[src/vsgc_pkg.sv]
`timescale 1ns / 1ps
// Shared types, constants and single-precision helper functions of the shear gradient unit.
package vsgc_pkg;

   localparam int unsigned FP_WIDTH = 32;
   localparam logic [31:0] FP_ONE   = 32'h3F80_0000;
   localparam logic [31:0] FP_QNAN  = 32'h7FC0_0000;

   localparam int unsigned MUL_LAT   = 3;
   localparam int unsigned ADD_LAT   = 4;
   localparam int unsigned DIV_QBITS = 27;
   localparam int unsigned DIV_LAT   = DIV_QBITS + 3;

   localparam int unsigned CSR_INDEX_WIDTH = 2;
   localparam logic [CSR_INDEX_WIDTH-1:0] CSR_VISC_ALPHA  = 2'd0;
   localparam logic [CSR_INDEX_WIDTH-1:0] CSR_RELAX_COUNT = 2'd1;

   localparam logic [31:0] VISC_ALPHA_RESET  = 32'h0000_0000;
   localparam logic [3:0]  RELAX_COUNT_RESET = 4'd1;

   typedef struct packed {
      logic [31:0] shear_velocity;
      logic [31:0] density;
      logic [31:0] tau_shear;
   } vsgc_req_type;

   typedef struct packed {
      logic [31:0] mu_weight_one;
      logic [31:0] mu_weight_four;
      logic [31:0] tau_weight_one;
      logic [31:0] tau_weight_four;
   } vsgc_rsp_type;

   typedef struct packed {
      logic              sign;
      logic signed [11:0] exp;
      logic [23:0]       sig;
      logic              nan;
      logic              inf;
      logic              zero;
   } fp_norm_type;

   function automatic logic [4:0] lzc24(input logic [23:0] v);
      logic [4:0] cnt;
      cnt = 5'd24;
      for (int i = 0; i < 24; i++) begin
         if (v[i]) begin
            cnt = 5'(23 - i);
         end
      end
      return cnt;
   endfunction

   function automatic logic [4:0] lzc28(input logic [27:0] v);
      logic [4:0] cnt;
      cnt = 5'd28;
      for (int i = 0; i < 28; i++) begin
         if (v[i]) begin
            cnt = 5'(27 - i);
         end
      end
      return cnt;
   endfunction

   function automatic fp_norm_type fp_normalize(input logic [31:0] x);
      logic [23:0] sig;
      logic [4:0]  lz;
      logic [11:0] e_eff;
      fp_norm_type r;
      sig     = {(x[30:23] != 8'd0), x[22:0]};
      lz      = lzc24(sig);
      e_eff   = (x[30:23] == 8'd0) ? 12'd1 : {4'd0, x[30:23]};
      r.sign  = x[31];
      r.exp   = $signed(e_eff) - $signed({7'd0, lz});
      r.sig   = sig << lz;
      r.nan   = (x[30:23] == 8'hFF) && (x[22:0] != 23'd0);
      r.inf   = (x[30:23] == 8'hFF) && (x[22:0] == 23'd0);
      r.zero  = (x[30:0] == 31'd0);
      return r;
   endfunction

   function automatic logic [26:0] shr_sticky(input logic [26:0] v, input logic [4:0] amt);
      logic [26:0] mask;
      logic [26:0] shifted;
      mask    = (27'd1 << amt) - 27'd1;
      shifted = v >> amt;
      return {shifted[26:1], shifted[0] | (|(v & mask))};
   endfunction

   // The significand carries its leading one at bit 26, then guard, round and sticky.
   function automatic logic [31:0] fp_round_pack(input logic sign,
                                                 input logic signed [11:0] e,
                                                 input logic [26:0] m);
      logic signed [11:0] amt_s;
      logic [4:0]         amt;
      logic [26:0]        ms;
      logic signed [11:0] es;
      logic               inc;
      logic [24:0]        mant;
      logic [11:0]        em1;
      logic [34:0]        pk;
      ms    = m;
      es    = e;
      amt_s = 12'sd1 - e;
      amt   = (amt_s > 12'sd31) ? 5'd31 : amt_s[4:0];
      if (e < 12'sd1) begin
         ms = shr_sticky(m, amt);
         es = 12'sd1;
      end
      inc  = ms[2] & (ms[1] | ms[0] | ms[3]);
      mant = {1'b0, ms[26:3]} + {24'd0, inc};
      em1  = es - 12'sd1;
      pk   = {em1, 23'd0} + {10'd0, mant};
      if (pk[34:23] >= 12'd255) begin
         return {sign, 8'hFF, 23'd0};
      end
      return {sign, pk[30:0]};
   endfunction

   function automatic logic [31:0] int_to_fp4(input logic [3:0] v);
      logic [1:0] msb;
      logic [3:0] norm;
      msb = 2'd0;
      for (int i = 0; i < 4; i++) begin
         if (v[i]) begin
            msb = 2'(i);
         end
      end
      norm = v << (2'd3 - msb);
      if (v == 4'd0) begin
         return 32'd0;
      end
      return {1'b0, 8'd127 + {6'd0, msb}, norm[2:0], 20'd0};
   endfunction

endpackage

[src/vsgc_delay.sv]
`timescale 1ns / 1ps
// Enabled shift line that holds operands back to meet their partners in the pipeline.
module vsgc_delay #(
   parameter int unsigned WIDTH = vsgc_pkg::FP_WIDTH,
   parameter int unsigned DEPTH = 1
) (
   input  logic             clock,
   input  logic             enable,
   input  logic [WIDTH-1:0] din,
   output logic [WIDTH-1:0] dout
);

   logic [WIDTH-1:0] tap_ff [0:DEPTH-1];

   always_ff @(posedge clock) begin
      if (enable) begin
         tap_ff[0] <= din;
         for (int i = 1; i < DEPTH; i++) begin
            tap_ff[i] <= tap_ff[i-1];
         end
      end
   end

   assign dout = tap_ff[DEPTH-1];

endmodule

[config.mk]
export PLATFORM = sky130hd
export DESIGN_NAME = vsgc_delay
export DESIGN_NICKNAME = d
export VERILOG_FILES = /design/src/vsgc_pkg.sv /design/src/vsgc_delay.sv
export SDC_FILE = /design/constraint.sdc
export NUM_CORES = 1
export LEC_CHECK = 0
export ABC_AREA = 1
export BUFFER_PORTS_ARGS = -buffer_cell sky130_fd_sc_hd__clkbuf_2
export CORE_MARGIN = 2
export CORE_UTILIZATION = 39
export DETAILED_ROUTE_END_ITERATION = 8
export PLACE_DENSITY = 0.85
export RECOVER_POWER = 50
export SLEW_MARGIN = 20
export SYNTH_ARGS = -nofsm -noshare
export SYNTH_HDL_FRONTEND = slang
export SYNTH_SLANG_ARGS = --single-unit
[constraint.sdc]
create_clock -name clock -period 0.8 [get_ports clock]
set_input_delay 0.08 -clock clock [delete_from_list [all_inputs] [get_ports clock]]
set_output_delay 0.08 -clock clock [all_outputs]
set_load 0.02 [all_outputs]
==> metrics.cfg <==
[critical_path]
cp_top_family = flip-flops
arrival_ps = 930
crit_path_max_incr_delay_ps = 440
start_kind = flip-flop
critical_path_buf_inv_count = 1
worst-setup-path-type = flip-flop to output port
cp_cell_sequence = buf_6
crit_path_end_kind = output port
crit_slowest_cell = edfxtp_1
cp_data_required_time_ps = 720
path_max_fanout = 1

[clocking]
clk_pin_slew_ps = 100
cts_buffers = 5
cts_tree = built
root_buffer = clkbuf_4
cts.sinks = 32
htree_num_levels = 2
cts_buffer_depth = 2

[timing]
finalCriticalPeriod_ps = 1010
fmax_mhz = 986
fin_setup_tns_ps = -4920
report.final.slew_viol_count = 0
setup_viol = 32
worst_pin_slew_ps = 397
relSlewSlack_pct = 73.5
finalCritPeriodShare_pct = 127
hold_viol_final = 0
rsz0062_at_grt = yes
fin_ws_ps = -214

[place]
place_area_mm2 = 0.00136
place.gp.congestion = 0.583
placed_cells = 127
io_buffers = 65
pre_cts_ws_ps = 112

[die]
core_mm2 = 0.00228
initial_utilization_pct = 42.2
pin_count = 66
die_w_um = 53.6
die_y_um = 53.6
die-area_mm2 = 0.00288
row_count = 17

[job]
maxCapViolations = 0

[drt]
drt-wirelength-per-cell_um = 15.9
vias_per_cell = 4.31
via_count = 720
drt_iter0_markers = 12
drc_errors = 0
ant_nets = 0
wl_mm = 2.65
firstDrtPassIters = 4

[synthesis]
yosys-top-cells-area = edfxtp_1
synth_top_area_cell = edfxtp_1
ys_seq_area_share_pct = 100
synth_warnings = 0
synth_top_cell_area_share_pct = 100
synth-seq-cells = 32
syn_nets = 66
synth_cell_types = 1
syn_inst = 32
synth_area_um2 = 961
postSynthAreaPerCell_um2 = 30.0

[layout]
drive_above_1_share_pct = 52.5
n_antenna_cell = 0
final_cell_mix = clkbuf_2, dlygate4sd3_1, edfxtp_1
fin_cells = 167
multi_input_cells = 0
largest_reg_flops = 32
nets = 172
top_register = tap_ff
multi_input_area_um2 = 0
final_common_cell = clkbuf_2
finish.utilization_pct = 81.6
syn_to_final_growth_pct = 93.4
largestRegisters = tap_ff: 32 flops
stdcell_area_mm2 = 0.00186

[pwr]
seqPwrFrac_pct = 57.6
power_density_mw_per_mm2 = 1920
p_int_w = 0.00267
max-vdd-ir-drop_uv = 2020
p_sw_w = 0.000893
comb_power_share_pct = 18.4
p_leak_nw = 0.800
clock_power_share_pct = 24.1
swShare_pct = 25.1

[global_route]
grt_pass1_wl_mm = 3.11
grt_max_degree = 17
grt_usage_pct = 17.4
overflow = 0
grt_pass1_vias = 693
antenna_found_initial = 0

[hold_path]
hold_class = input pin to flip-flop

[outcome]
failed_checks = setup timing
status = finished with violations

## power by group through the flow
| stage | clock network, W | logic, W | registers [W] |
|---|---|---|---|
| final | 0.000859 | 0.000654 | 0.00205 |
| after global routing | 0.000953 | 0.000688 | 0.00206 |
| after CTS | 0.000875 | 0.000546 | 0.00202 |
| after detailed placement | 0 | 0.000423 | 0.00206 |
| after global placement | 0 | 0.000415 | 0.00206 |
| after floorplan | 0 | 0 | 0.00224 |
## cell families after synthesis
kind of cell  count (synthesis)  synth area share [%]
DFF                          32                   100
## Yosys cell counts
| cell | count |
|---|---|
| edfxtp_1 | 32 |
## worst paths after layout
path / cells past startpoint / start / endpoint
setup / recovery: 1 / tap_ff[0][2]$_DFFE_PP_ / dout[2]
hold / removal: 2 / enable / tap_ff[0][28]$_DFFE_PP_
## cell type report
cell class            count  area [µm²]
clock inverter            3        13.8
timing repair buffer     99         811
tap                      28        35.0
clock buffer              5        37.5
fill                    123         418
sequential               32         961
## per-stage QoR
| stage | hold WS [ps] | total power, W |
|---|---|---|
| final | 353 | 0.00357 |
| after floorplan | 179 | 0.00224 |
| after CTS | 174 | 0.00345 |
| after detailed placement | 259 | 0.00249 |
| after global routing | 398 | 0.00370 |
| after global placement | 257 | 0.00247 |
## per-layer routing
| layer | GRT usage (%) | share of wire (%) |
|---|---|---|
| met5 | 0 | 0 |
| met4 | 13.7 | 3.2 |
| met2 | 29.6 | 58 |
| met1 | 16.3 | 32 |
| met3 | 7.22 | 6.8 |
## repair_timing
item | in CTS | in global routing
resized for setup | 0 | 82
pin swaps | 0 | 0
hold buffers | 32 | 0
setup endpoints to repair | 32 | 32
setup buffers | 0 | 0
endpoints found under the hold margin | 32 | 0
Power figures use the tool's default switching activity.
