File: config.mk
export PLATFORM = sky130hd
export DESIGN_NAME = vsgc_fmul
export DESIGN_NICKNAME = d
export VERILOG_FILES = /design/src/vsgc_pkg.sv /design/src/vsgc_fmul.sv
export SDC_FILE = /design/constraint.sdc
export NUM_CORES = 2
export LEC_CHECK = 0
export ABC_AREA = 0
export ABC_CLOCK_PERIOD_IN_PS = 7300
export BUFFER_PORTS_ARGS = -buffer_cell sky130_fd_sc_hd__buf_2
export CAP_MARGIN = 5
export CELL_PAD_IN_SITES_DETAIL_PLACEMENT = 1
export CELL_PAD_IN_SITES_GLOBAL_PLACEMENT = 2
export CORE_MARGIN = 8
export CORE_UTILIZATION = 38
export DETAILED_ROUTE_END_ITERATION = 6
export PLACE_DENSITY = 0.78
export SYNTH_ARGS = -nofsm -noshare
export SYNTH_HDL_FRONTEND = slang
export SYNTH_SLANG_ARGS = --single-unit
export TNS_END_PERCENT = 30
File: constraint.sdc
create_clock -name clock -period 7.3 [get_ports clock]
set_input_delay 1.825 -clock clock [delete_from_list [all_inputs] [get_ports clock]]
set_output_delay 1.825 -clock clock [all_outputs]
set_load 0.02 [all_outputs]
File: src/vsgc_pkg.sv
`timescale 1ns / 1ps
// Shared types, constants and single-precision helper functions of the shear gradient unit.
package vsgc_pkg;

   localparam int unsigned FP_WIDTH = 32;
   localparam logic [31:0] FP_ONE   = 32'h3F80_0000;
   localparam logic [31:0] FP_QNAN  = 32'h7FC0_0000;

   localparam int unsigned MUL_LAT   = 3;
   localparam int unsigned ADD_LAT   = 4;
   localparam int unsigned DIV_QBITS = 27;
   localparam int unsigned DIV_LAT   = DIV_QBITS + 3;

   localparam int unsigned CSR_INDEX_WIDTH = 2;
   localparam logic [CSR_INDEX_WIDTH-1:0] CSR_VISC_ALPHA  = 2'd0;
   localparam logic [CSR_INDEX_WIDTH-1:0] CSR_RELAX_COUNT = 2'd1;

   localparam logic [31:0] VISC_ALPHA_RESET  = 32'h0000_0000;
   localparam logic [3:0]  RELAX_COUNT_RESET = 4'd1;

   typedef struct packed {
      logic [31:0] shear_velocity;
      logic [31:0] density;
      logic [31:0] tau_shear;
   } vsgc_req_type;

   typedef struct packed {
      logic [31:0] mu_weight_one;
      logic [31:0] mu_weight_four;
      logic [31:0] tau_weight_one;
      logic [31:0] tau_weight_four;
   } vsgc_rsp_type;

   typedef struct packed {
      logic              sign;
      logic signed [11:0] exp;
      logic [23:0]       sig;
      logic              nan;
      logic              inf;
      logic              zero;
   } fp_norm_type;

   function automatic logic [4:0] lzc24(input logic [23:0] v);
      logic [4:0] cnt;
      cnt = 5'd24;
      for (int i = 0; i < 24; i++) begin
         if (v[i]) begin
            cnt = 5'(23 - i);
         end
      end
      return cnt;
   endfunction

   function automatic logic [4:0] lzc28(input logic [27:0] v);
      logic [4:0] cnt;
      cnt = 5'd28;
      for (int i = 0; i < 28; i++) begin
         if (v[i]) begin
            cnt = 5'(27 - i);
         end
      end
      return cnt;
   endfunction

   function automatic fp_norm_type fp_normalize(input logic [31:0] x);
      logic [23:0] sig;
      logic [4:0]  lz;
      logic [11:0] e_eff;
      fp_norm_type r;
      sig     = {(x[30:23] != 8'd0), x[22:0]};
      lz      = lzc24(sig);
      e_eff   = (x[30:23] == 8'd0) ? 12'd1 : {4'd0, x[30:23]};
      r.sign  = x[31];
      r.exp   = $signed(e_eff) - $signed({7'd0, lz});
      r.sig   = sig << lz;
      r.nan   = (x[30:23] == 8'hFF) && (x[22:0] != 23'd0);
      r.inf   = (x[30:23] == 8'hFF) && (x[22:0] == 23'd0);
      r.zero  = (x[30:0] == 31'd0);
      return r;
   endfunction

   function automatic logic [26:0] shr_sticky(input logic [26:0] v, input logic [4:0] amt);
      logic [26:0] mask;
      logic [26:0] shifted;
      mask    = (27'd1 << amt) - 27'd1;
      shifted = v >> amt;
      return {shifted[26:1], shifted[0] | (|(v & mask))};
   endfunction

   // The significand carries its leading one at bit 26, then guard, round and sticky.
   function automatic logic [31:0] fp_round_pack(input logic sign,
                                                 input logic signed [11:0] e,
                                                 input logic [26:0] m);
      logic signed [11:0] amt_s;
      logic [4:0]         amt;
      logic [26:0]        ms;
      logic signed [11:0] es;
      logic               inc;
      logic [24:0]        mant;
      logic [11:0]        em1;
      logic [34:0]        pk;
      ms    = m;
      es    = e;
      amt_s = 12'sd1 - e;
      amt   = (amt_s > 12'sd31) ? 5'd31 : amt_s[4:0];
      if (e < 12'sd1) begin
         ms = shr_sticky(m, amt);
         es = 12'sd1;
      end
      inc  = ms[2] & (ms[1] | ms[0] | ms[3]);
      mant = {1'b0, ms[26:3]} + {24'd0, inc};
      em1  = es - 12'sd1;
      pk   = {em1, 23'd0} + {10'd0, mant};
      if (pk[34:23] >= 12'd255) begin
         return {sign, 8'hFF, 23'd0};
      end
      return {sign, pk[30:0]};
   endfunction

   function automatic logic [31:0] int_to_fp4(input logic [3:0] v);
      logic [1:0] msb;
      logic [3:0] norm;
      msb = 2'd0;
      for (int i = 0; i < 4; i++) begin
         if (v[i]) begin
            msb = 2'(i);
         end
      end
      norm = v << (2'd3 - msb);
      if (v == 4'd0) begin
         return 32'd0;
      end
      return {1'b0, 8'd127 + {6'd0, msb}, norm[2:0], 20'd0};
   endfunction

endpackage

File: src/vsgc_fmul.sv
`timescale 1ns / 1ps
// Three-stage single-precision multiplier: normalize, multiply, round.
module vsgc_fmul (
   input  logic        clock,
   input  logic        enable,
   input  logic [31:0] op_a,
   input  logic [31:0] op_b,
   output logic [31:0] result
);

   vsgc_pkg::fp_norm_type a_ff, b_ff, a_in, b_in;
   logic [47:0]        prod_ff, prod_in;
   logic signed [11:0] exp_ff, exp_in;
   logic               sign_ff, sign_in;
   logic               nan_ff, nan_in;
   logic               inf_ff, inf_in;
   logic               zero_ff, zero_in;
   logic [31:0]        result_ff, result_in;
   logic [26:0]        mant;
   logic signed [11:0] exp_adj;

   always_comb begin
      a_in    = vsgc_pkg::fp_normalize(op_a);
      b_in    = vsgc_pkg::fp_normalize(op_b);
      prod_in = {24'd0, a_ff.sig} * {24'd0, b_ff.sig};
      exp_in  = $signed(a_ff.exp) + $signed(b_ff.exp);
      sign_in = a_ff.sign ^ b_ff.sign;
      nan_in  = a_ff.nan | b_ff.nan | (a_ff.inf & b_ff.zero) | (a_ff.zero & b_ff.inf);
      inf_in  = a_ff.inf | b_ff.inf;
      zero_in = a_ff.zero | b_ff.zero;

      if (prod_ff[47]) begin
         mant    = {prod_ff[47:22], prod_ff[21] | (|prod_ff[20:0])};
         exp_adj = exp_ff - 12'sd126;
      end else begin
         mant    = {prod_ff[46:21], prod_ff[20] | (|prod_ff[19:0])};
         exp_adj = exp_ff - 12'sd127;
      end

      priority if (nan_ff) begin
         result_in = vsgc_pkg::FP_QNAN;
      end else if (inf_ff) begin
         result_in = {sign_ff, 8'hFF, 23'd0};
      end else if (zero_ff) begin
         result_in = {sign_ff, 31'd0};
      end else begin
         result_in = vsgc_pkg::fp_round_pack(sign_ff, exp_adj, mant);
      end
   end

   always_ff @(posedge clock) begin
      if (enable) begin
         a_ff      <= a_in;
         b_ff      <= b_in;
         prod_ff   <= prod_in;
         exp_ff    <= exp_in;
         sign_ff   <= sign_in;
         nan_ff    <= nan_in;
         inf_ff    <= inf_in;
         zero_ff   <= zero_in;
         result_ff <= result_in;
      end
   end

   assign result = result_ff;

endmodule

==> results.json <==
{
  "diodes": 0,
  "hold_path_startpoint": "a_ff[2]$_DFFE_PP_",
  "drv_slew": 0,
  "yosys-mux-area-fraction_pct": 5.49,
  "yosys.area_share.adder_pct": 38.0,
  "holdCritPathClass": "flip-flop to flip-flop",
  "yosys.area_share.simple_pct": 17.8,
  "cp_slowest_stage_delay_ns": 0.56,
  "path_buf_inv": 10,
  "wl_per_cell_um": 22.1,
  "fin_crit_sh_pct": 104,
  "drtIter0Drc": 1437,
  "die_w_um": 306,
  "fmax_mhz": 132,
  "clockRootBuffer": "clkbuf_16",
  "layout_min_cycle_time_ns": 7.58,
  "setup_viol": 9,
  "antenna_found_initial": 1,
  "ys.warnings.count": 0,
  "relSlewSlack_pct": 20.7,
  "synth-xor-area-share_pct": 3.18,
  "dr.pass1.iters": 5,
  "drc": 0,
  "yosysUniqueCellTypes": 105,
  "ios": 98,
  "grt_overflow": 0,
  "worstMarginPinSlew_ns": 1.19,
  "portBuffers": 97,
  "core_area_um2": 83400,
  "fin_nets": 4511,
  "ys_seq_elements": 170,
  "cts_sinks": 170,
  "mostFrequentLayoutCells": "inv_1 (520), nand2_1 (489), fa_1 (471)",
  "synth_area_leaders": "fa_1 (30%), edfxtp_1 (16%), ha_1 (7.7%)",
  "synth-compound-area-share_pct": 10.8,
  "wl_mm": 107,
  "violations": "setup timing",
  "cp-startpoint": "b_ff[10]$_SDFFCE_PP0P_",
  "slowest_stage": "fa_1",
  "start_util_pct": 38.2,
  "worst_clock_skew_ns": 0.0230,
  "rsz0062_at_grt": "true",
  "synth-main-ff-cell": "edfxtp_1",
  "synth_top_family_by_area": "adder cells",
  "grt_pass1_vias": 28900,
  "clk_pin_slew_ns": 0.08,
  "die_area_um2": 93400,
  "cp_data_required_time_ns": 7.51,
  "cp_max_fo": 10,
  "grt_pass1_wl_mm": 169,
  "syn_inst": 3496,
  "via_per_inst": 5.41,
  "std_cell_rows": 106,
  "die_h_um": 306,
  "areaGrowthSynthToFinish_pct": 16.8,
  "dp_worst_setup_slack_ns": -0.723,
  "grtUsageTotal_pct": 22.8,
  "cts.path.max_buffers": 2,
  "syn_area_um2": 31900,
  "cpMostUsedCell": "fa_1",
  "final_common_cell": "inv_1",
  "ant_nets": 0,
  "syn_avg_cell_area_um2": 9.12,
  "cts_tree": "yes",
  "placed_cells": 4763,
  "synth_enable_flop_cells": 170,
  "layout-drive-gt1-share_pct": 17.8,
  "arrival_ns": 7.79,
  "cts_buffers": 17,
  "vias": 26300,
  "crit_path_start_kind": "flip-flop",
  "worstSetupPathType": "flip-flop to flip-flop",
  "grt_max_degree": 77,
  "synthArstFlopShare_pct": 0,
  "worst_slack_ns": -0.283,
  "h-tree-depth": 4,
  "status": "finished with violations",
  "cp-end-kind": "flip-flop",
  "gp_congestion": 0.965,
  "critical_path.top_delay_family": "adder cells",
  "yosysTopAreaCell": "fa_1",
  "drv_cap": 0,
  "dp.final_hpwl_mm": 89.1,
  "finalHoldViolCount": 0,
  "insertion_delay_ns": 0.48,
  "instances_no_fill": 4859,
  "yosys.area.top_type_share_pct": 30.3,
  "synth-seq-area-share_pct": 16.0,
  "regToRegStartpoint": "b_ff[10]$_SDFFCE_PP0P_"
}
[cells by family (layout without fill, tap and decap cells)]
kind of cell               after synthesis  in the layout
muxes                                  153            153
and+or+nand+nor                       1159           1159
DFF                                    170            170
AOI/OAI and AO/OA                      504            504
xor gates and xnor gates               115            115
other                                    1              2
buffers and inverters                  715            997
adders and majority gates              679            679
[layout make-up]
class                   instances  area (um^2)
clock buffers                  18          429
well taps                    1080         1350
fillers                      9588        46200
repair buffers                430         3610
clock inverters                14          231
multi-input cells            2612        24500
inverters                     535         2010
flip-flops and latches        170         5100
[worst reg2reg max path, delay by kind of cell, from the launching register on]
kind / cells / cell delay, ns
adders and majority gates: 8 / 3.72
AOI/OAI and AO/OA: 8 / 1.37
buffers and inverters: 10 / 1.07
and+or+nand+nor: 5 / 0.58
DFF: 1 / 0.47
xor gates and xnor gates: 1 / 0.11
[state kept, by name (all words and copies together) (netlist names)]
| signal | flops |
|---|---|
| inf_ff | 1 |
| zero_ff | 1 |
| b_ff | 37 |
| result | 32 |
| a_ff | 37 |
| exp_ff | 12 |
| prod_ff | 48 |
| nan_ff | 1 |
| sign_ff | 1 |
[stage by stage]
step | TNS, ns | hold slack, ns | cell area (um^2) | utilization (%)
floorplan | -0.0483 | 0.489 | 32100 | -
global placement | -3.50 | 0.499 | 35400 | 42.4
detailed placement | -4.98 | 0.512 | 35400 | 42.4
CTS | -1.82 | 0.533 | 36900 | 44.2
global route | -4.56 | 0.553 | 37300 | 44.7
finish | -1.83 | 0.532 | 37300 | 44.7
[Yosys cell counts, types with 13 or more instances]
library cell / n
nor3_1: 56
o31ai_1: 23
nor3_2: 22
buf_2: 18
mux4_2: 14
edfxtp_1: 170
o21bai_1: 19
xnor2_1: 70
o21a_1: 16
ha_1: 196
o211ai_1: 25
a21oi_1: 135
clkbuf_1: 139
o22ai_1: 29
a21o_1: 24
fa_1: 483
nand2_1: 500
mux2i_1: 110
nand3_1: 42
o21ai_0: 82
mux2_2: 27
nor2_1: 158
inv_1: 531
nand4_1: 22
xor2_1: 44
nor4_1: 20
a211oi_1: 19
o221ai_1: 15
and3_1: 18
and2_1: 238
nand2b_1: 13
[final timing paths]
check | to | slack (ns) | depth (start not counted)
min | nan_ff$_DFFE_PP_ | 0.53 | 2
max | prod_ff[42]$_DFFE_PP_ | -0.28 | 32
min reg2reg | nan_ff$_DFFE_PP_ | 0.53 | 2
max reg2reg | prod_ff[42]$_DFFE_PP_ | -0.28 | 32
[layer usage]
layer  GRT usage (%)  vias to the layer above  share of wire, %
met4            7.19                        0               3.1
met3            2.62                      136               4.0
met5               0                        -                 0
met2            38.2                      621                48
met1            30.8                    13500                45
li1                -                    12000                 -
[what timing repair did]
action                     in CTS  in global routing
setup endpoints to repair      12                 40
hold buffers                    0                  0
pin swaps                      98                 48
gates resized for setup       107                 58
hold endpoints to repair        0                  0
buffers inserted               45                 20
cloned                          0                  1
Power is left out: the tool's default activity adds up to more than one toggle a clock period on the data nets, which glitch-free logic cannot reach.
