File: src/vsgc_pkg.sv
`timescale 1ns / 1ps
// Shared types, constants and single-precision helper functions of the shear gradient unit.
package vsgc_pkg;

   localparam int unsigned FP_WIDTH = 32;
   localparam logic [31:0] FP_ONE   = 32'h3F80_0000;
   localparam logic [31:0] FP_QNAN  = 32'h7FC0_0000;

   localparam int unsigned MUL_LAT   = 3;
   localparam int unsigned ADD_LAT   = 4;
   localparam int unsigned DIV_QBITS = 27;
   localparam int unsigned DIV_LAT   = DIV_QBITS + 3;

   localparam int unsigned CSR_INDEX_WIDTH = 2;
   localparam logic [CSR_INDEX_WIDTH-1:0] CSR_VISC_ALPHA  = 2'd0;
   localparam logic [CSR_INDEX_WIDTH-1:0] CSR_RELAX_COUNT = 2'd1;

   localparam logic [31:0] VISC_ALPHA_RESET  = 32'h0000_0000;
   localparam logic [3:0]  RELAX_COUNT_RESET = 4'd1;

   typedef struct packed {
      logic [31:0] shear_velocity;
      logic [31:0] density;
      logic [31:0] tau_shear;
   } vsgc_req_type;

   typedef struct packed {
      logic [31:0] mu_weight_one;
      logic [31:0] mu_weight_four;
      logic [31:0] tau_weight_one;
      logic [31:0] tau_weight_four;
   } vsgc_rsp_type;

   typedef struct packed {
      logic              sign;
      logic signed [11:0] exp;
      logic [23:0]       sig;
      logic              nan;
      logic              inf;
      logic              zero;
   } fp_norm_type;

   function automatic logic [4:0] lzc24(input logic [23:0] v);
      logic [4:0] cnt;
      cnt = 5'd24;
      for (int i = 0; i < 24; i++) begin
         if (v[i]) begin
            cnt = 5'(23 - i);
         end
      end
      return cnt;
   endfunction

   function automatic logic [4:0] lzc28(input logic [27:0] v);
      logic [4:0] cnt;
      cnt = 5'd28;
      for (int i = 0; i < 28; i++) begin
         if (v[i]) begin
            cnt = 5'(27 - i);
         end
      end
      return cnt;
   endfunction

   function automatic fp_norm_type fp_normalize(input logic [31:0] x);
      logic [23:0] sig;
      logic [4:0]  lz;
      logic [11:0] e_eff;
      fp_norm_type r;
      sig     = {(x[30:23] != 8'd0), x[22:0]};
      lz      = lzc24(sig);
      e_eff   = (x[30:23] == 8'd0) ? 12'd1 : {4'd0, x[30:23]};
      r.sign  = x[31];
      r.exp   = $signed(e_eff) - $signed({7'd0, lz});
      r.sig   = sig << lz;
      r.nan   = (x[30:23] == 8'hFF) && (x[22:0] != 23'd0);
      r.inf   = (x[30:23] == 8'hFF) && (x[22:0] == 23'd0);
      r.zero  = (x[30:0] == 31'd0);
      return r;
   endfunction

   function automatic logic [26:0] shr_sticky(input logic [26:0] v, input logic [4:0] amt);
      logic [26:0] mask;
      logic [26:0] shifted;
      mask    = (27'd1 << amt) - 27'd1;
      shifted = v >> amt;
      return {shifted[26:1], shifted[0] | (|(v & mask))};
   endfunction

   // The significand carries its leading one at bit 26, then guard, round and sticky.
   function automatic logic [31:0] fp_round_pack(input logic sign,
                                                 input logic signed [11:0] e,
                                                 input logic [26:0] m);
      logic signed [11:0] amt_s;
      logic [4:0]         amt;
      logic [26:0]        ms;
      logic signed [11:0] es;
      logic               inc;
      logic [24:0]        mant;
      logic [11:0]        em1;
      logic [34:0]        pk;
      ms    = m;
      es    = e;
      amt_s = 12'sd1 - e;
      amt   = (amt_s > 12'sd31) ? 5'd31 : amt_s[4:0];
      if (e < 12'sd1) begin
         ms = shr_sticky(m, amt);
         es = 12'sd1;
      end
      inc  = ms[2] & (ms[1] | ms[0] | ms[3]);
      mant = {1'b0, ms[26:3]} + {24'd0, inc};
      em1  = es - 12'sd1;
      pk   = {em1, 23'd0} + {10'd0, mant};
      if (pk[34:23] >= 12'd255) begin
         return {sign, 8'hFF, 23'd0};
      end
      return {sign, pk[30:0]};
   endfunction

   function automatic logic [31:0] int_to_fp4(input logic [3:0] v);
      logic [1:0] msb;
      logic [3:0] norm;
      msb = 2'd0;
      for (int i = 0; i < 4; i++) begin
         if (v[i]) begin
            msb = 2'(i);
         end
      end
      norm = v << (2'd3 - msb);
      if (v == 4'd0) begin
         return 32'd0;
      end
      return {1'b0, 8'd127 + {6'd0, msb}, norm[2:0], 20'd0};
   endfunction

endpackage

File: src/vsgc_fdiv.sv
`timescale 1ns / 1ps
// Single-precision divider pipelined one quotient bit per stage, with normalize and round stages.
module vsgc_fdiv (
   input  logic        clock,
   input  logic        enable,
   input  logic [31:0] op_a,
   input  logic [31:0] op_b,
   output logic [31:0] result
);

   localparam int unsigned QBITS = vsgc_pkg::DIV_QBITS;

   typedef struct packed {
      logic              sign;
      logic signed [11:0] exp;
      logic [24:0]       rem;
      logic [23:0]       den;
      logic [26:0]       quo;
      logic              nan;
      logic              inf;
      logic              zero;
   } stage_type;

   vsgc_pkg::fp_norm_type a_ff, b_ff, a_in, b_in;
   stage_type   stage_ff [0:QBITS];
   stage_type   stage_in [0:QBITS];
   logic [31:0] result_ff, result_in;
   logic [26:0] mant;
   logic [24:0] diff [1:QBITS];
   logic        ge   [1:QBITS];

   always_comb begin
      a_in = vsgc_pkg::fp_normalize(op_a);
      b_in = vsgc_pkg::fp_normalize(op_b);

      stage_in[0].sign = a_ff.sign ^ b_ff.sign;
      stage_in[0].den  = b_ff.sig;
      stage_in[0].quo  = 27'd0;
      stage_in[0].nan  = a_ff.nan | b_ff.nan | (a_ff.zero & b_ff.zero) | (a_ff.inf & b_ff.inf);
      stage_in[0].inf  = a_ff.inf | b_ff.zero;
      stage_in[0].zero = a_ff.zero | b_ff.inf;
      if (a_ff.sig >= b_ff.sig) begin
         stage_in[0].rem = {1'b0, a_ff.sig};
         stage_in[0].exp = $signed(a_ff.exp) - $signed(b_ff.exp) + 12'sd127;
      end else begin
         stage_in[0].rem = {a_ff.sig, 1'b0};
         stage_in[0].exp = $signed(a_ff.exp) - $signed(b_ff.exp) + 12'sd126;
      end

      for (int k = 1; k <= QBITS; k++) begin
         ge[k]           = stage_ff[k-1].rem >= {1'b0, stage_ff[k-1].den};
         diff[k]         = ge[k] ? (stage_ff[k-1].rem - {1'b0, stage_ff[k-1].den})
                                 : stage_ff[k-1].rem;
         stage_in[k]     = stage_ff[k-1];
         stage_in[k].rem = {diff[k][23:0], 1'b0};
         stage_in[k].quo = {stage_ff[k-1].quo[25:0], ge[k]};
      end

      mant = {stage_ff[QBITS].quo[26:1],
              stage_ff[QBITS].quo[0] | (stage_ff[QBITS].rem != 25'd0)};

      priority if (stage_ff[QBITS].nan) begin
         result_in = vsgc_pkg::FP_QNAN;
      end else if (stage_ff[QBITS].inf) begin
         result_in = {stage_ff[QBITS].sign, 8'hFF, 23'd0};
      end else if (stage_ff[QBITS].zero) begin
         result_in = {stage_ff[QBITS].sign, 31'd0};
      end else begin
         result_in = vsgc_pkg::fp_round_pack(stage_ff[QBITS].sign, stage_ff[QBITS].exp, mant);
      end
   end

   always_ff @(posedge clock) begin
      if (enable) begin
         a_ff <= a_in;
         b_ff <= b_in;
         for (int k = 0; k <= QBITS; k++) begin
            stage_ff[k] <= stage_in[k];
         end
         result_ff <= result_in;
      end
   end

   assign result = result_ff;

endmodule

File: config.mk
export PLATFORM = sky130hd
export DESIGN_NAME = vsgc_fdiv
export DESIGN_NICKNAME = d
export VERILOG_FILES = /design/src/vsgc_pkg.sv /design/src/vsgc_fdiv.sv
export SDC_FILE = /design/constraint.sdc
export NUM_CORES = 2
export LEC_CHECK = 0
export BUFFER_PORTS_ARGS = -buffer_cell sky130_fd_sc_hd__buf_2
export CORE_MARGIN = 5
export CORE_UTILIZATION = 60
export CTS_CLUSTER_SIZE = 30
export DETAILED_ROUTE_END_ITERATION = 8
export GPL_TIMING_DRIVEN = 0
export HOLD_SLACK_MARGIN = 0.12
export PLACE_DENSITY_LB_ADDON = 0.15
export SYNTH_ARGS = -nofsm -noshare
export SYNTH_HDL_FRONTEND = slang
export SYNTH_SLANG_ARGS = --single-unit
export TNS_END_PERCENT = 10
File: constraint.sdc
create_clock -name clock -period 6.7 [get_ports clock]
set_input_delay 0.67 -clock clock [delete_from_list [all_inputs] [get_ports clock]]
set_output_delay 0.67 -clock clock [all_outputs]
set_load 0.03 [all_outputs]
==> metrics.md <==
| Metric | Value |
|---|---|
| Initial antenna violation count | 8 |
| Power per cell area | 440 mW/mm2 |
| Largest net degree at the start of global routing | 199 |
| Layout cell share with drive strength beyond 1 | 9.61% |
| Latest clock arrival within the worst-skew pair | 0.90 ns |
| Hold depth | 2 |
| I/O pin count | 98 |
| Slew headroom | 10.9% |
| Final wirelength | 274000 um |
| R2R depth | 23 |
| Psw | 19.4 mW |
| Core box area | 0.188 mm2 |
| Setup ws final | 0.129 ns |
| Die H | 445 um |
| GRT Resource Usage Total | 27.4% |
| Simple-gate share of the synthesized area | 9.31% |
| Worst hold path type | in2reg |
| Total negative slack | 0 ns |
| Synth Area in Compound Gates | 11.7% |
| Period utilization | 98.1% |
| Placed Area | 0.118 mm2 |
| Routability cong. | 0.946 |
| Worst Min Path Start | op_a[29] |
| DRC violations left | 0 |
| Crit path max fanout | 10 |
| Leakage power | 49.7 nW |
| Yosys reg bits | 2253 |
| Status | completed |
| R2r startpoint | stage_ff[1][1092]$_DFFE_PP_ |
| Clock buffer depth | 3 |
| Sequential Power Share | 38.9% |
| Final Power | 55.3 mW |
| Final min period | 6.57 ns |
| Cts bufs inserted | 225 |
| Register area share after synthesis | 59.5% |
| Global route total overflow | 0 |
| YS warnings | 0 |
| Fin area | 0.126 mm2 |
| Crit Path Category | reg2reg |
| Sw frac | 35.1% |
| CTS sink count | 2253 |
| CTS tree | done |
| Flop2flop setup slack | 0.13 ns |
| Drt via density | 6.01 |
| Post-Synth Adder-Cell Area | 8.13% |
| Nets | 10477 |
| Root Driver | clkbuf_16 |
| Die width | 445 um |
| Slew at the pin with the worst max-slew slack | 1.33 ns |
| Final setup viols | 0 |
| Post-Synth XOR/XNOR Area | 3.20% |
| Number of library cell types mapped by synthesis | 105 |
| FFs w/ async S/R, synth | 0% |
| Mapped Cells | 9341 |
| H-tree depth | 4 |
| RR Endpoint | result[11]$_SDFFCE_PP0P_ |
| Initial detailed-routing violation count | 6946 |
| Worst Hold Endpoint | a_ff[33]$_DFFE_PP_ |
| Mean post-synth cell area | 12.2 um2 |
| Worst EP arrival | 7.14 ns |
| Ys flop type | edfxtp_1 |
| Maxcap violations | 0 |
| Final ANT Viol Nets | 0 |
| # rows | 159 |
| Max-slew violation count | 0 |
| Final Hold Viols | 0 |
| FMAX | 152 MHz |
| Internal power | 35.9 mW |
| Pre-CTS setup slack | -0.986 ns |
| Clk_skew | 0.0925 ns |
| Clock network power share | 23.6% |
| Number of enable flip-flop cells after synthesis | 2253 |
| Drt pass-1 iters | 6 |
| Port-buffer cells | 95 |
| Crit end category | flop |
| Area Overhead vs Synth | 10.6% |
| Mapped Area | 0.114 mm2 |
| Proportion of synthesized area in mux cells | 4.15% |
| VDD IR-drop max | 0.407 mV |
| Logic pwr share | 37.4% |
| Post-DP HPWL | 198000 um |
| Die footprint | 0.198 mm2 |
| Clk slew on worst S/H paths | 0.06 ns |
| Global-route wire length before repair | 423000 um |
| Startpoint Class | flop |
| WP data required | 7.27 ns |
| Vias in the first global route | 73024 |
| Routed WL per cell | 22.1 um |
| Starting Density | 60.5% |
| Total number of vias | 74391 |
| Largest family of logic cells by synthesized area | compound AO/OA/AOI/OAI gates |
==> state kept, by name (all words and copies together), names as in the netlist <==
| name | cells |
|---|---|
| result | 32 |
| b_ff | 37 |
| a_ff | 37 |
| stage_ff | 2147 |
==> per-stage QoR <==
step,utilization (%),std cells,hold WS (ns)
final,66.9,12383,0.229
after CTS,66.8,12370,0.173
after detailed placement,62.6,11946,0.405
after floorplan,-,9342,0.400
after global placement,62.4,11932,0.400
after global routing,66.9,12379,0.174
==> cell usage after synthesis (28+ instances only) <==
master    instances  area share (%)
mux2_2          316             3.1
o31ai_1         100            0.66
a21boi_0        153             1.0
ha_1            695             7.6
mux2i_1          89            0.78
a21o_1          247             1.6
a21oi_1         450             2.0
nand2b_1         85            0.47
nor3_1          152            0.67
and3_1           66            0.36
and4_1           28            0.22
xor2_1          162             1.2
nand3_1         167            0.73
nand2_1         669             2.2
o21ai_0         571             2.5
or2_2            48            0.26
nand4_1         107            0.59
a31oi_1          72            0.40
nor4_1           45            0.25
inv_1          1046             3.5
edfxtp_1       2253              59
clkbuf_1        145            0.48
nor2b_1          95            0.52
fa_1             28            0.49
or3_1            30            0.16
xnor2_1         254             2.0
nor2_1          626             2.1
o211ai_1         35            0.23
o21a_1           68            0.45
a211oi_1         66            0.44
o21bai_1         29            0.19
and2_1           49            0.27
==> logic make-up (layout without fill, tap and decap cells) <==
| group | after synthesis | after routing |
|---|---|---|
| adders and majority gates | 723 | 723 |
| buffers and inverters | 1226 | 1765 |
| muxes | 417 | 417 |
| and+or+nand+nor | 2237 | 2237 |
| xor gates and xnor gates | 416 | 416 |
| AOI/OAI and AO/OA | 2068 | 2068 |
| other | 1 | 9 |
| DFF | 2253 | 2253 |
==> worst max path at each step <==
stage / from / endpoint / slack [ns] / depth (start not counted)
2_1_floorplan: stage_ff[1][1092]$_DFFE_PP_ / result[0]$_SDFFCE_PP0P_ / 1.11 / 24
3_3_place_gp: enable / stage_ff[1][774]$_DFFE_PP_ / -29.10 / 1
3_5_place_dp: stage_ff[1][1092]$_DFFE_PP_ / result[6]$_SDFFCE_PP0P_ / -0.99 / 24
4_1_cts: stage_ff[1][1092]$_DFFE_PP_ / result[25]$_SDFFCE_PP1P_ / 0.0002 / 22
5_1_grt: stage_ff[1][1092]$_DFFE_PP_ / result[25]$_SDFFCE_PP1P_ / -0.02 / 22
6_report: stage_ff[1][1092]$_DFFE_PP_ / result[11]$_SDFFCE_PP0P_ / 0.13 / 23
==> layout by cell type (no fill, tap or decap), drive strengths merged, types with 29 or more instances in the layout <==
master,instances
mux2,316
a21oi,451
nand4,108
o21ai,585
or3,30
xnor2,254
o21a,68
or2,49
a31oi,72
o31ai,101
buf,150
nand2b,85
ha,695
and2,49
o21bai,29
mux2i,89
clkinv,116
and3,66
xor2,162
clkbuf,394
nor3,154
a21o,247
nor2,630
a21boi,157
bufinv,31
o211ai,35
nand3,168
a211oi,68
inv,1054
nand2,671
nor4,47
nor2b,95
edfxtp,2253
==> area by class of cell <==
cell class,count,area [um2]
sequential,2253,67700
fill,13686,62400
multi-input combinational,5863,41600
clock buffer,249,5720
inverter,1048,3940
tap,2495,3120
clock inverter,171,2070
timing repair buffer,120,943
buffer,177,739
antenna,7,17.5
==> layer usage <==
| metal | vias to the layer above | GRT usage (%) | wire length (um) |
|---|---|---|---|
| met5 | - | 0 | 0 |
| met1 | 36282 | 36.3 | 113000 |
| li1 | 35030 | - | - |
| met3 | 574 | 3.42 | 15400 |
| met2 | 2505 | 47.0 | 135000 |
| met4 | 0 | 9.48 | 10700 |
==> critical path: stages (launching register included) <==
cell and delay (ns):
edfxtp_1 0.51, inv_1 0.20, ha_1 0.16, buf_2 0.20, nor3b_2 0.26, mux2_2 0.49, o221a_4 0.35, buf_6 0.18
nor3_2 0.35, buf_2 0.38, nand3_1 0.22, a21boi_2 0.32, ha_1 0.22, nand2_1 0.06, nor3_1 0.17, and4_1 0.30
nand2_1 0.13, nor4b_2 0.41, or4b_1 0.20, o211ai_1 0.18, or4b_4 0.64, nand4_4 0.16, buf_6 0.16, nor2_1 0.06
==> timing repair <==
item                                    4_1_cts  5_1_grt
setup buffers                                 3        6
endpoints found under the setup margin       31       48
pin swaps                                     2        3
cloned                                        0        0
hold endpoints to repair                      2        0
resized for setup                            23       21
hold buffers                                  2        0
==> power by group through the flow <==
stage,logic [mW],registers [mW],clock network [mW]
after floorplan,15.1,20.8,0
after CTS,20.5,21.5,13.3
after detailed placement,20.2,21.8,0
final,20.7,21.5,13.1
after global placement,19.6,22.6,0
after global routing,22.8,21.8,14.0
No activity file was read; power rests on OpenSTA's default activity.
