$ cat config.mk
export PLATFORM = sky130hd
export DESIGN_NAME = vsgc_fadd
export DESIGN_NICKNAME = d
export VERILOG_FILES = /design/src/vsgc_pkg.sv /design/src/vsgc_fadd.sv
export SDC_FILE = /design/constraint.sdc
export NUM_CORES = 1
export LEC_CHECK = 0
export ABC_CLOCK_PERIOD_IN_PS = 10810
export BUFFER_PORTS_ARGS = -buffer_cell sky130_fd_sc_hd__buf_2
export CORE_ASPECT_RATIO = 1.75
export CORE_MARGIN = 2
export CORE_UTILIZATION = 45
export CTS_CLUSTER_SIZE = 20
export DETAILED_ROUTE_END_ITERATION = 8
export PLACE_DENSITY_LB_ADDON = 0.2
export SYNTH_ARGS = -nofsm -noshare
export SYNTH_HDL_FRONTEND = slang
export SYNTH_SLANG_ARGS = --single-unit
$ cat constraint.sdc
create_clock -name clock -period 10.81 [get_ports clock]
set_clock_uncertainty 0.05 [all_clocks]
set_input_delay 3.243 -clock clock [delete_from_list [all_inputs] [get_ports clock]]
set_output_delay 3.243 -clock clock [all_outputs]
set_load 0.005 [all_outputs]
$ cat src/vsgc_pkg.sv
`timescale 1ns / 1ps
// Shared types, constants and single-precision helper functions of the shear gradient unit.
package vsgc_pkg;

   localparam int unsigned FP_WIDTH = 32;
   localparam logic [31:0] FP_ONE   = 32'h3F80_0000;
   localparam logic [31:0] FP_QNAN  = 32'h7FC0_0000;

   localparam int unsigned MUL_LAT   = 3;
   localparam int unsigned ADD_LAT   = 4;
   localparam int unsigned DIV_QBITS = 27;
   localparam int unsigned DIV_LAT   = DIV_QBITS + 3;

   localparam int unsigned CSR_INDEX_WIDTH = 2;
   localparam logic [CSR_INDEX_WIDTH-1:0] CSR_VISC_ALPHA  = 2'd0;
   localparam logic [CSR_INDEX_WIDTH-1:0] CSR_RELAX_COUNT = 2'd1;

   localparam logic [31:0] VISC_ALPHA_RESET  = 32'h0000_0000;
   localparam logic [3:0]  RELAX_COUNT_RESET = 4'd1;

   typedef struct packed {
      logic [31:0] shear_velocity;
      logic [31:0] density;
      logic [31:0] tau_shear;
   } vsgc_req_type;

   typedef struct packed {
      logic [31:0] mu_weight_one;
      logic [31:0] mu_weight_four;
      logic [31:0] tau_weight_one;
      logic [31:0] tau_weight_four;
   } vsgc_rsp_type;

   typedef struct packed {
      logic              sign;
      logic signed [11:0] exp;
      logic [23:0]       sig;
      logic              nan;
      logic              inf;
      logic              zero;
   } fp_norm_type;

   function automatic logic [4:0] lzc24(input logic [23:0] v);
      logic [4:0] cnt;
      cnt = 5'd24;
      for (int i = 0; i < 24; i++) begin
         if (v[i]) begin
            cnt = 5'(23 - i);
         end
      end
      return cnt;
   endfunction

   function automatic logic [4:0] lzc28(input logic [27:0] v);
      logic [4:0] cnt;
      cnt = 5'd28;
      for (int i = 0; i < 28; i++) begin
         if (v[i]) begin
            cnt = 5'(27 - i);
         end
      end
      return cnt;
   endfunction

   function automatic fp_norm_type fp_normalize(input logic [31:0] x);
      logic [23:0] sig;
      logic [4:0]  lz;
      logic [11:0] e_eff;
      fp_norm_type r;
      sig     = {(x[30:23] != 8'd0), x[22:0]};
      lz      = lzc24(sig);
      e_eff   = (x[30:23] == 8'd0) ? 12'd1 : {4'd0, x[30:23]};
      r.sign  = x[31];
      r.exp   = $signed(e_eff) - $signed({7'd0, lz});
      r.sig   = sig << lz;
      r.nan   = (x[30:23] == 8'hFF) && (x[22:0] != 23'd0);
      r.inf   = (x[30:23] == 8'hFF) && (x[22:0] == 23'd0);
      r.zero  = (x[30:0] == 31'd0);
      return r;
   endfunction

   function automatic logic [26:0] shr_sticky(input logic [26:0] v, input logic [4:0] amt);
      logic [26:0] mask;
      logic [26:0] shifted;
      mask    = (27'd1 << amt) - 27'd1;
      shifted = v >> amt;
      return {shifted[26:1], shifted[0] | (|(v & mask))};
   endfunction

   // The significand carries its leading one at bit 26, then guard, round and sticky.
   function automatic logic [31:0] fp_round_pack(input logic sign,
                                                 input logic signed [11:0] e,
                                                 input logic [26:0] m);
      logic signed [11:0] amt_s;
      logic [4:0]         amt;
      logic [26:0]        ms;
      logic signed [11:0] es;
      logic               inc;
      logic [24:0]        mant;
      logic [11:0]        em1;
      logic [34:0]        pk;
      ms    = m;
      es    = e;
      amt_s = 12'sd1 - e;
      amt   = (amt_s > 12'sd31) ? 5'd31 : amt_s[4:0];
      if (e < 12'sd1) begin
         ms = shr_sticky(m, amt);
         es = 12'sd1;
      end
      inc  = ms[2] & (ms[1] | ms[0] | ms[3]);
      mant = {1'b0, ms[26:3]} + {24'd0, inc};
      em1  = es - 12'sd1;
      pk   = {em1, 23'd0} + {10'd0, mant};
      if (pk[34:23] >= 12'd255) begin
         return {sign, 8'hFF, 23'd0};
      end
      return {sign, pk[30:0]};
   endfunction

   function automatic logic [31:0] int_to_fp4(input logic [3:0] v);
      logic [1:0] msb;
      logic [3:0] norm;
      msb = 2'd0;
      for (int i = 0; i < 4; i++) begin
         if (v[i]) begin
            msb = 2'(i);
         end
      end
      norm = v << (2'd3 - msb);
      if (v == 4'd0) begin
         return 32'd0;
      end
      return {1'b0, 8'd127 + {6'd0, msb}, norm[2:0], 20'd0};
   endfunction

endpackage

$ cat src/vsgc_fadd.sv
`timescale 1ns / 1ps
// Four-stage single-precision adder: align, add, normalize, round.
module vsgc_fadd (
   input  logic        clock,
   input  logic        enable,
   input  logic [31:0] op_a,
   input  logic [31:0] op_b,
   output logic [31:0] result
);

   typedef struct packed {
      logic        sign;
      logic        zsign;
      logic        sub;
      logic [7:0]  exp;
      logic [26:0] big;
      logic [26:0] small_sig;
      logic        nan;
      logic        inf;
   } align_type;

   typedef struct packed {
      logic        sign;
      logic        zsign;
      logic [7:0]  exp;
      logic [27:0] sum;
      logic        nan;
      logic        inf;
   } sum_type;

   typedef struct packed {
      logic              sign;
      logic              zsign;
      logic signed [11:0] exp;
      logic [26:0]       mant;
      logic              nan;
      logic              inf;
      logic              zero;
   } norm_type;

   align_type   al_ff, al_in;
   sum_type     sm_ff, sm_in;
   norm_type    nm_ff, nm_in;
   logic [31:0] result_ff, result_in;

   logic        swap;
   logic [31:0] big, lesser;
   logic [7:0]  big_e, lesser_e, diff;
   logic [4:0]  amt;
   logic        a_nan, b_nan, a_inf, b_inf;
   logic [4:0]  lz;
   logic [4:0]  lsh;
   logic [27:0] shifted;

   always_comb begin
      a_nan    = (op_a[30:23] == 8'hFF) && (op_a[22:0] != 23'd0);
      b_nan    = (op_b[30:23] == 8'hFF) && (op_b[22:0] != 23'd0);
      a_inf    = (op_a[30:23] == 8'hFF) && (op_a[22:0] == 23'd0);
      b_inf    = (op_b[30:23] == 8'hFF) && (op_b[22:0] == 23'd0);
      swap     = op_b[30:0] > op_a[30:0];
      big      = swap ? op_b : op_a;
      lesser   = swap ? op_a : op_b;
      big_e    = (big[30:23] == 8'd0) ? 8'd1 : big[30:23];
      lesser_e = (lesser[30:23] == 8'd0) ? 8'd1 : lesser[30:23];
      diff     = big_e - lesser_e;
      amt      = (diff > 8'd31) ? 5'd31 : diff[4:0];

      al_in.sign      = big[31];
      al_in.zsign     = op_a[31] & op_b[31];
      al_in.sub       = big[31] ^ lesser[31];
      al_in.exp       = big_e;
      al_in.big       = {(big[30:23] != 8'd0), big[22:0], 3'b000};
      al_in.small_sig = vsgc_pkg::shr_sticky({(lesser[30:23] != 8'd0), lesser[22:0], 3'b000},
                                             amt);
      al_in.nan       = a_nan | b_nan | (a_inf & b_inf & (op_a[31] != op_b[31]));
      al_in.inf       = a_inf | b_inf;

      sm_in.sign  = al_ff.sign;
      sm_in.zsign = al_ff.zsign;
      sm_in.exp   = al_ff.exp;
      sm_in.sum   = al_ff.sub ? ({1'b0, al_ff.big} - {1'b0, al_ff.small_sig})
                              : ({1'b0, al_ff.big} + {1'b0, al_ff.small_sig});
      sm_in.nan   = al_ff.nan;
      sm_in.inf   = al_ff.inf;

      lz      = vsgc_pkg::lzc28(sm_ff.sum);
      lsh     = lz - 5'd1;
      shifted = sm_ff.sum << lsh;
      nm_in.sign  = sm_ff.sign;
      nm_in.zsign = sm_ff.zsign;
      nm_in.nan   = sm_ff.nan;
      nm_in.inf   = sm_ff.inf;
      nm_in.zero  = (sm_ff.sum == 28'd0);
      if (sm_ff.sum[27]) begin
         nm_in.mant = {sm_ff.sum[27:2], sm_ff.sum[1] | sm_ff.sum[0]};
         nm_in.exp  = $signed({4'd0, sm_ff.exp}) + 12'sd1;
      end else begin
         nm_in.mant = shifted[26:0];
         nm_in.exp  = $signed({4'd0, sm_ff.exp}) - $signed({7'd0, lsh});
      end

      priority if (nm_ff.nan) begin
         result_in = vsgc_pkg::FP_QNAN;
      end else if (nm_ff.inf) begin
         result_in = {nm_ff.sign, 8'hFF, 23'd0};
      end else if (nm_ff.zero) begin
         result_in = {nm_ff.zsign, 31'd0};
      end else begin
         result_in = vsgc_pkg::fp_round_pack(nm_ff.sign, nm_ff.exp, nm_ff.mant);
      end
   end

   always_ff @(posedge clock) begin
      if (enable) begin
         al_ff     <= al_in;
         sm_ff     <= sm_in;
         nm_ff     <= nm_in;
         result_ff <= result_in;
      end
   end

   assign result = result_ff;

endmodule

==> impl_metrics.env, run 1 <==
export IMPL_p_int_mw=2.102
export IMPL_viasPerCell=6.707
export IMPL_cp_num_buf_inv=8
export IMPL_fill_cells=3820
export IMPL_final_cells=2734
export IMPL_place_congestion=1.072
export IMPL_pwr_share_comb_pct=58.6
export IMPL_fmax_mhz=96.16
export IMPL_io_pins=98
export IMPL_route_detailed_drc=0
export IMPL_setup_viol=0
export IMPL_insertedDiodeCount=0
export IMPL_pwr_share_clk_pct=15.1
export IMPL_via_count=18340
export IMPL_syn_area_um2=18200
export IMPL_async_reset_ff_share_pct=0
export IMPL_gr_usage_all_layers_pct=36.08
export IMPL_arrival_ns=10.55
export IMPL_grt_pass1_vias=18320
export IMPL_grt_pass1_wl_mm=112.6
export IMPL_max_cap_viol_count=0
export IMPL_antenna_found_initial=1
export IMPL_cts_tree="built"
export IMPL_first_pass_iters=8
export IMPL_r2r_start="nm_ff[31]"
export IMPL_slowest_stage="nor4_4"
export IMPL_status="completed"
export IMPL_dp_cells=2701
export IMPL_place_hpwl_mm=58.64
export IMPL_hold_path_class="reg2reg"
export IMPL_cts_hold_buf=0
export IMPL_coreArea_um2=39930
export IMPL_post_cts_setup_buffer_count=0
export IMPL_crit_fanout=32
export IMPL_cts_htree_levels=4
export IMPL_avgSynthCellArea_um2=8.334
export IMPL_drt_iter0_markers=1478
export IMPL_min_from="al_ff[62]"
export IMPL_p_sw_mw=2.120
export IMPL_power_density_nw_per_um2=211.6
export IMPL_max_slew_margin_pct=4.968
export IMPL_wl_per_cell_um=28.08
export IMPL_die_y_um=270.1
export IMPL_die_w_um=156.0
export IMPL_grt_max_degree=81
export IMPL_ys_seq_elements=178
export IMPL_critical_path_class="in2reg"
export IMPL_max_vdd_ir_drop_mv=0.1347
export IMPL_clkSinkCount=178
export IMPL_ys_flop_type="edfxtp_1"
export IMPL_yosysUniqueCellTypes=93
export IMPL_die_area_um2=42140
export IMPL_path_clk_slew_ns=0.08
export IMPL_detail_route_wirelength_mm=76.76
export IMPL_clk_latency_ns=0.46
export IMPL_route_antenna_remaining_nets=0
export IMPL_worst_path_largest_cell_delay_ns=0.60
export IMPL_crit_path_start="op_a[21]"
export IMPL_p_sw_share_pct=50.22
export IMPL_seq_area_frac_synth_pct=29.36
export IMPL_drv_slew=0
export IMPL_synth_area_leaders="edfxtp_1 29%, mux2i_1 7.6%, ha_1 6.9%"
export IMPL_cts_buffer_depth=2
export IMPL_synth_edf_count=178
export IMPL_rsz0062_at_grt="no"
export IMPL_synth_top_area_share_pct=29.36
export IMPL_cpLargestDelayFamily="simple AND/OR/NAND/NOR gates"
export IMPL_cp_required_ns=10.96
export IMPL_worst_pin_slew_ns=1.413
export IMPL_crit_path_end_kind="register"
export IMPL_power_frac_seq_pct=26.4
export IMPL_synth_warnings=0
export IMPL_syn_nets=2353
export IMPL_cp_common_cell="inv_1"
export IMPL_io_buffers=97
export IMPL_min_period_ns=10.40
export IMPL_synth_top_cell_by_area="edfxtp_1"
export IMPL_postLayoutCoreUtil_pct=49.98
export IMPL_syn_inst=2184
export IMPL_cts_buffers=17
export IMPL_period_share_pct=96.21
export IMPL_p_leak_nw=7.885
export IMPL_hold_viol=0
export IMPL_area_growth_pct=9.630
export IMPL_grt_overflow=0
export IMPL_cts_root_buffer="clkbuf_16"
export IMPL_start_util_pct=45.59
export IMPL_num_rows=97
export IMPL_startpoint_type="primary input"
export IMPL_final_nets=2395
export IMPL_layout_drive_gt1_share_pct=12.28
==> final cells by class <==
| type | instances | area (um2) | share of cell area, % |
|---|---|---|---|
| multi-input cells | 1747 | 11930 | 59.76 |
| flip-flops and latches | 178 | 5345 | 26.79 |
| repair buffers | 160 | 999.7 | 5.010 |
| well taps | 495 | 619.3 | 3.104 |
| inverters | 122 | 457.9 | 2.295 |
| clock buffers | 17 | 425.4 | 2.132 |
| clock inverters | 15 | 182.7 | 0.9154 |
==> stage by stage <==
step / hold WS [ns] / area [um2] / setup TNS, ns / setup WS, ns / total power [mW]
floorplan: 0.3503 / 18200 / 0 / 0.5715 / 2.616
global placement: 0.3530 / 19330 / -10.65 / -0.7165 / 3.465
detailed placement: 0.3554 / 19330 / -0.1933 / -0.1749 / 3.473
CTS: 0.3673 / 19940 / 0 / 0.3089 / 4.112
global route: 0.3840 / 19960 / 0 / 0.2025 / 4.402
finish: 0.3645 / 19960 / 0 / 0.4102 / 4.222
==> cell usage after synthesis (all sizes together) (11+ instances only) <==
cell / count
inv: 122
a21oi: 149
xor2: 31
mux2: 44
a21o: 22
o21ai: 172
mux2i: 139
clkbuf: 91
o31ai: 21
a22oi: 14
a22o: 13
a221oi: 20
nor2b: 18
nor4: 46
o22ai: 16
nand4: 26
nor3: 70
ha: 100
nand2: 208
nand3: 66
nor2: 173
and2: 12
edfxtp: 178
nand2b: 25
a2111oi: 16
xnor2: 51
a32oi: 11
o211ai: 25
buf: 46
a211oi: 27
a31oi: 46
or3: 16
==> flip-flops by register name (all words and copies together) (netlist names) <==
signal,flops
al_ff,64
nm_ff,42
sm_ff,36
result,32
nm_in,4
==> routing by layer <==
metal | vias up | track usage, % | wire [um]
li1 | 8342 | - | -
met1 | 8732 | 31.78 | 23230
met2 | 896 | 66.21 | 40100
met3 | 364 | 6.065 | 4238
met4 | 2 | 36.31 | 9181
met5 | - | 0 | 11
==> power groups by stage <==
stage          combinational [mW]  sequential [mW]  clock [mW]
2_1_floorplan                1.62            0.997           0
6_report                     2.47             1.11       0.636
5_1_grt                      2.62             1.11       0.668
3_3_place_gp                 2.35             1.11           0
4_1_cts                      2.37             1.10       0.645
3_5_place_dp                 2.36             1.11           0
==> cell usage in the layout, fill, tap and decap left out, types with 26 or more instances in the layout <==
cell,instances
mux2_2,43
mux2i_1,139
xnor2_1,49
a31oi_1,44
inv_1,122
nand3_1,66
xor2_1,30
nor2_1,172
ha_1,99
a211oi_1,26
o21ai_0,167
a21oi_1,148
nor3_1,68
buf_4,59
buf_2,96
nand2_1,207
edfxtp_1,178
nor4_1,44
==> final timing paths <==
check	slack, ns	to	depth (start not counted)
max	0.41	al_ff[2]	29
min	0.36	sm_ff[36]	0
max reg2reg	3.38	result[17]	17
min reg2reg	0.36	sm_ff[36]	0
==> cell families (layout without fill, tap and decap cells) <==
group | Yosys count | in the layout | synth area share (%)
AOI/OAI and AO/OA | 664 | 664 | 24.00
xor gates and xnor gates | 82 | 82 | 3.946
adders and majority gates | 103 | 103 | 7.204
buffers and inverters | 259 | 314 | 5.698
DFF | 178 | 178 | 29.36
muxes | 186 | 186 | 10.76
and+or+nand+nor | 712 | 712 | 19.03
==> timing repair <==
action / CTS / global route
endpoints found under the setup margin: 0 / 6
resized for setup: 0 / 2
endpoints found under the hold margin: 0 / 0
(Power assumes the default switching activity.)
==> run 2, diff against run 1 <==
--- a/config.mk
+++ b/config.mk
@@ -5,7 +5,6 @@
 export SDC_FILE = /design/constraint.sdc
 export NUM_CORES = 1
 export LEC_CHECK = 0
-export ABC_CLOCK_PERIOD_IN_PS = 10810
 export BUFFER_PORTS_ARGS = -buffer_cell sky130_fd_sc_hd__buf_2
 export CORE_ASPECT_RATIO = 1.75
 export CORE_MARGIN = 2
==> constraint.sdc (replaced) <==
create_clock -name clock -period 11.2 [get_ports clock]
set_clock_uncertainty 0.05 [all_clocks]
set_input_delay 3.36 -clock clock [delete_from_list [all_inputs] [get_ports clock]]
set_output_delay 3.36 -clock clock [all_outputs]
set_load 0.005 [all_outputs]
==> run 2 against run 1 <==
Worst setup slack improved by 0.16 ns; largest cell class unchanged; highest routed layer is now met4; power decreased by 3.1%; non-clock buffer count decreased by 1; critical endpoint unchanged; critical path type unchanged; largest power group unchanged; sequential share of layout area increased by 0.084 points.
==> impl_metrics.env, run 2 (synthesized netlist as in run 1, its figures left out) <==
export IMPL_post_cts_resize_count=0
export IMPL_period_share_pct=94.92
export IMPL_layout_common_cells="207 x nand2_1, 178 x edfxtp_1, 172 x nor2_1"
export IMPL_layout_drive_gt1_share_pct=12.20
export IMPL_holdPathStages=0
export IMPL_worstRegToRegCells=17
export IMPL_drt_iter0_markers=1587
export IMPL_pwr_share_comb_pct=58.7
export IMPL_p_sw_mw=2.070
export IMPL_met2_usage_pct=68.74
export IMPL_min_from="nm_in[1]"
export IMPL_io_pins=98
export IMPL_rsz0062_at_grt="no"
export IMPL_grt_overflow=0
export IMPL_layout_commonest_cell="nand2_1"
export IMPL_max_vdd_ir_drop_mv=0.1434
export IMPL_largest_reg_flops=64
export IMPL_top_register="al_ff"
export IMPL_route_antenna_remaining_nets=0
export IMPL_first_pass_iters=6
export IMPL_critical_path_class="in2reg"
export IMPL_gr_usage_all_layers_pct=37.10
export IMPL_path_clk_slew_ns=0.08
export IMPL_p_leak_nw=7.849
export IMPL_drv_slew=0
export IMPL_place_congestion=1.094
export IMPL_wl_per_cell_um=28.69
export IMPL_via_count=18350
export IMPL_power_frac_seq_pct=26.6
export IMPL_clkSinkCount=178
export IMPL_whs_endpoint="nm_ff[1]"
export IMPL_hold_viol=0
export IMPL_layout_setup_ws_ns=0.5695
export IMPL_p_sw_share_pct=50.62
export IMPL_cts_hold_buf=0
export IMPL_crit_fanout=24
export IMPL_setup_tns_ns=0
export IMPL_final_nets=2394
export IMPL_dp_slack_ns=0.2574
export IMPL_fmax_mhz=94.07
export IMPL_min_period_ns=10.63
export IMPL_viasPerCell=6.713
export IMPL_startpoint_type="primary input"
export IMPL_cts_htree_levels=4
export IMPL_place_hpwl_mm=60.30
export IMPL_top_usage_layer="met2"
export IMPL_hold_path_class="reg2reg"
export IMPL_power_density_nw_per_um2=205.5
export IMPL_num_rows=97
export IMPL_cts_root_buffer="clkbuf_16"
export IMPL_dpl_instance_area_um2=19300
export IMPL_status="completed"
export IMPL_die_w_um=156.0
export IMPL_stdcell_area_um2=19890
export IMPL_p_int_mw=2.019
export IMPL_die_area_um2=42140
export IMPL_cts_tree="built"
export IMPL_reg_largest_list="al_ff (64), nm_ff (42), sm_ff (36)"
export IMPL_cts_buffers=17
export IMPL_grt_pass1_wl_mm=115.0
export IMPL_r2r_start="nm_ff[31]"
export IMPL_p_total_mw=4.089
export IMPL_max_slew_margin_pct=19.43
export IMPL_route_detailed_drc=0
export IMPL_cp_required_ns=11.35
export IMPL_worst_pin_slew_ns=1.178
export IMPL_detail_route_wirelength_mm=78.44
export IMPL_grtUsageMet3_pct=6.467
export IMPL_arrival_ns=10.78
export IMPL_cts_buffer_depth=2
export IMPL_io_buffers=97
export IMPL_coreArea_um2=39930
export IMPL_r2r_slack_ns=3.78
export IMPL_antenna_found_initial=3
export IMPL_die_y_um=270.1
export IMPL_max_cap_viol_count=0
export IMPL_grt_pass1_vias=18300
export IMPL_grt_util_met1_pct=32.19
export IMPL_reg2reg_to="result[16]"
export IMPL_crit_path_end_kind="register"
export IMPL_start_util_pct=45.59
export IMPL_grt_max_degree=116
export IMPL_area_growth_pct=9.286
export IMPL_post_cts_setup_buffer_count=0
export IMPL_pwr_share_clk_pct=14.8
export IMPL_clk_latency_ns=0.46
export IMPL_setup_viol=0
## run 2: cell count changes in the layout (fill, tap and decap cells not counted), sizes merged
cell,previous run,this run
inv,130,129
clkinv,6,7
diode,0,1
clkbuf,18,17
## run 2: worst max path at each step
stage / to / from / depth (start not counted)
6_report: al_ff[2] / op_a[4] / 26
5_1_grt: al_ff[2] / op_a[4] / 33
4_1_cts: al_ff[2] / op_a[4] / 33
3_5_place_dp: al_ff[2] / op_a[4] / 31
3_3_place_gp: al_ff[2] / op_a[21] / 31
2_1_floorplan: al_ff[7] / op_a[20] / 34
## run 2: worst max-delay path, stage by stage
cell       delay (ns)
buf_2            0.13
inv_1            0.07
ha_1             0.31
a21o_1           0.18
a21oi_1          0.14
nor2b_1          0.06
o31a_1           0.33
o21ai_0          0.72
o211ai_1         0.32
nand2_4          0.32
inv_1            0.12
o21ai_0          0.29
and4b_1          0.25
nor2b_1          0.18
ha_2             0.22
inv_1            0.05
fa_1             0.42
a21o_1           0.19
a21oi_1          0.28
xor2_1           0.73
nand2_1          0.20
nor2_1           0.58
o211ai_1         0.18
a2111oi_0        0.51
nand4_1          0.13
or4_1            0.50
## run 2: cell type report
type	instances	area, um2
tap	495	619.3
clock inverter	15	165.2
multi-input combinational	1747	11910
inverter	122	457.9
clock buffer	17	425.4
fill	3865	20040
antenna	1	2.502
timing repair buffer	159	969.7
sequential	178	5345
## run 2: per-stage QoR
step | hold WS [ns] | instances | util, %
after floorplan | 0.3503 | 2184 | -
after CTS | 0.3701 | 2733 | 49.81
final | 0.3673 | 2734 | 49.82
after global placement | 0.3508 | 2700 | 48.30
after detailed placement | 0.3561 | 2701 | 48.33
after global routing | 0.3729 | 2733 | 49.81
## run 2: routing by layer
metal / wire (um) / vias to the layer above
li1: - / 8349
met1: 23280 / 8730
met2: 41510 / 887
met3: 4135 / 387
met4: 9518 / 0
met5: 0 / -
## run 2: power by group through the flow
stage | Clock (mW) | Sequential, mW | Combinational [mW]
global route | 0.634 | 1.09 | 2.54
finish | 0.604 | 1.09 | 2.40
global placement | 0 | 1.08 | 2.31
floorplan | 0 | 0.962 | 1.56
detailed placement | 0 | 1.08 | 2.30
CTS | 0.610 | 1.06 | 2.31
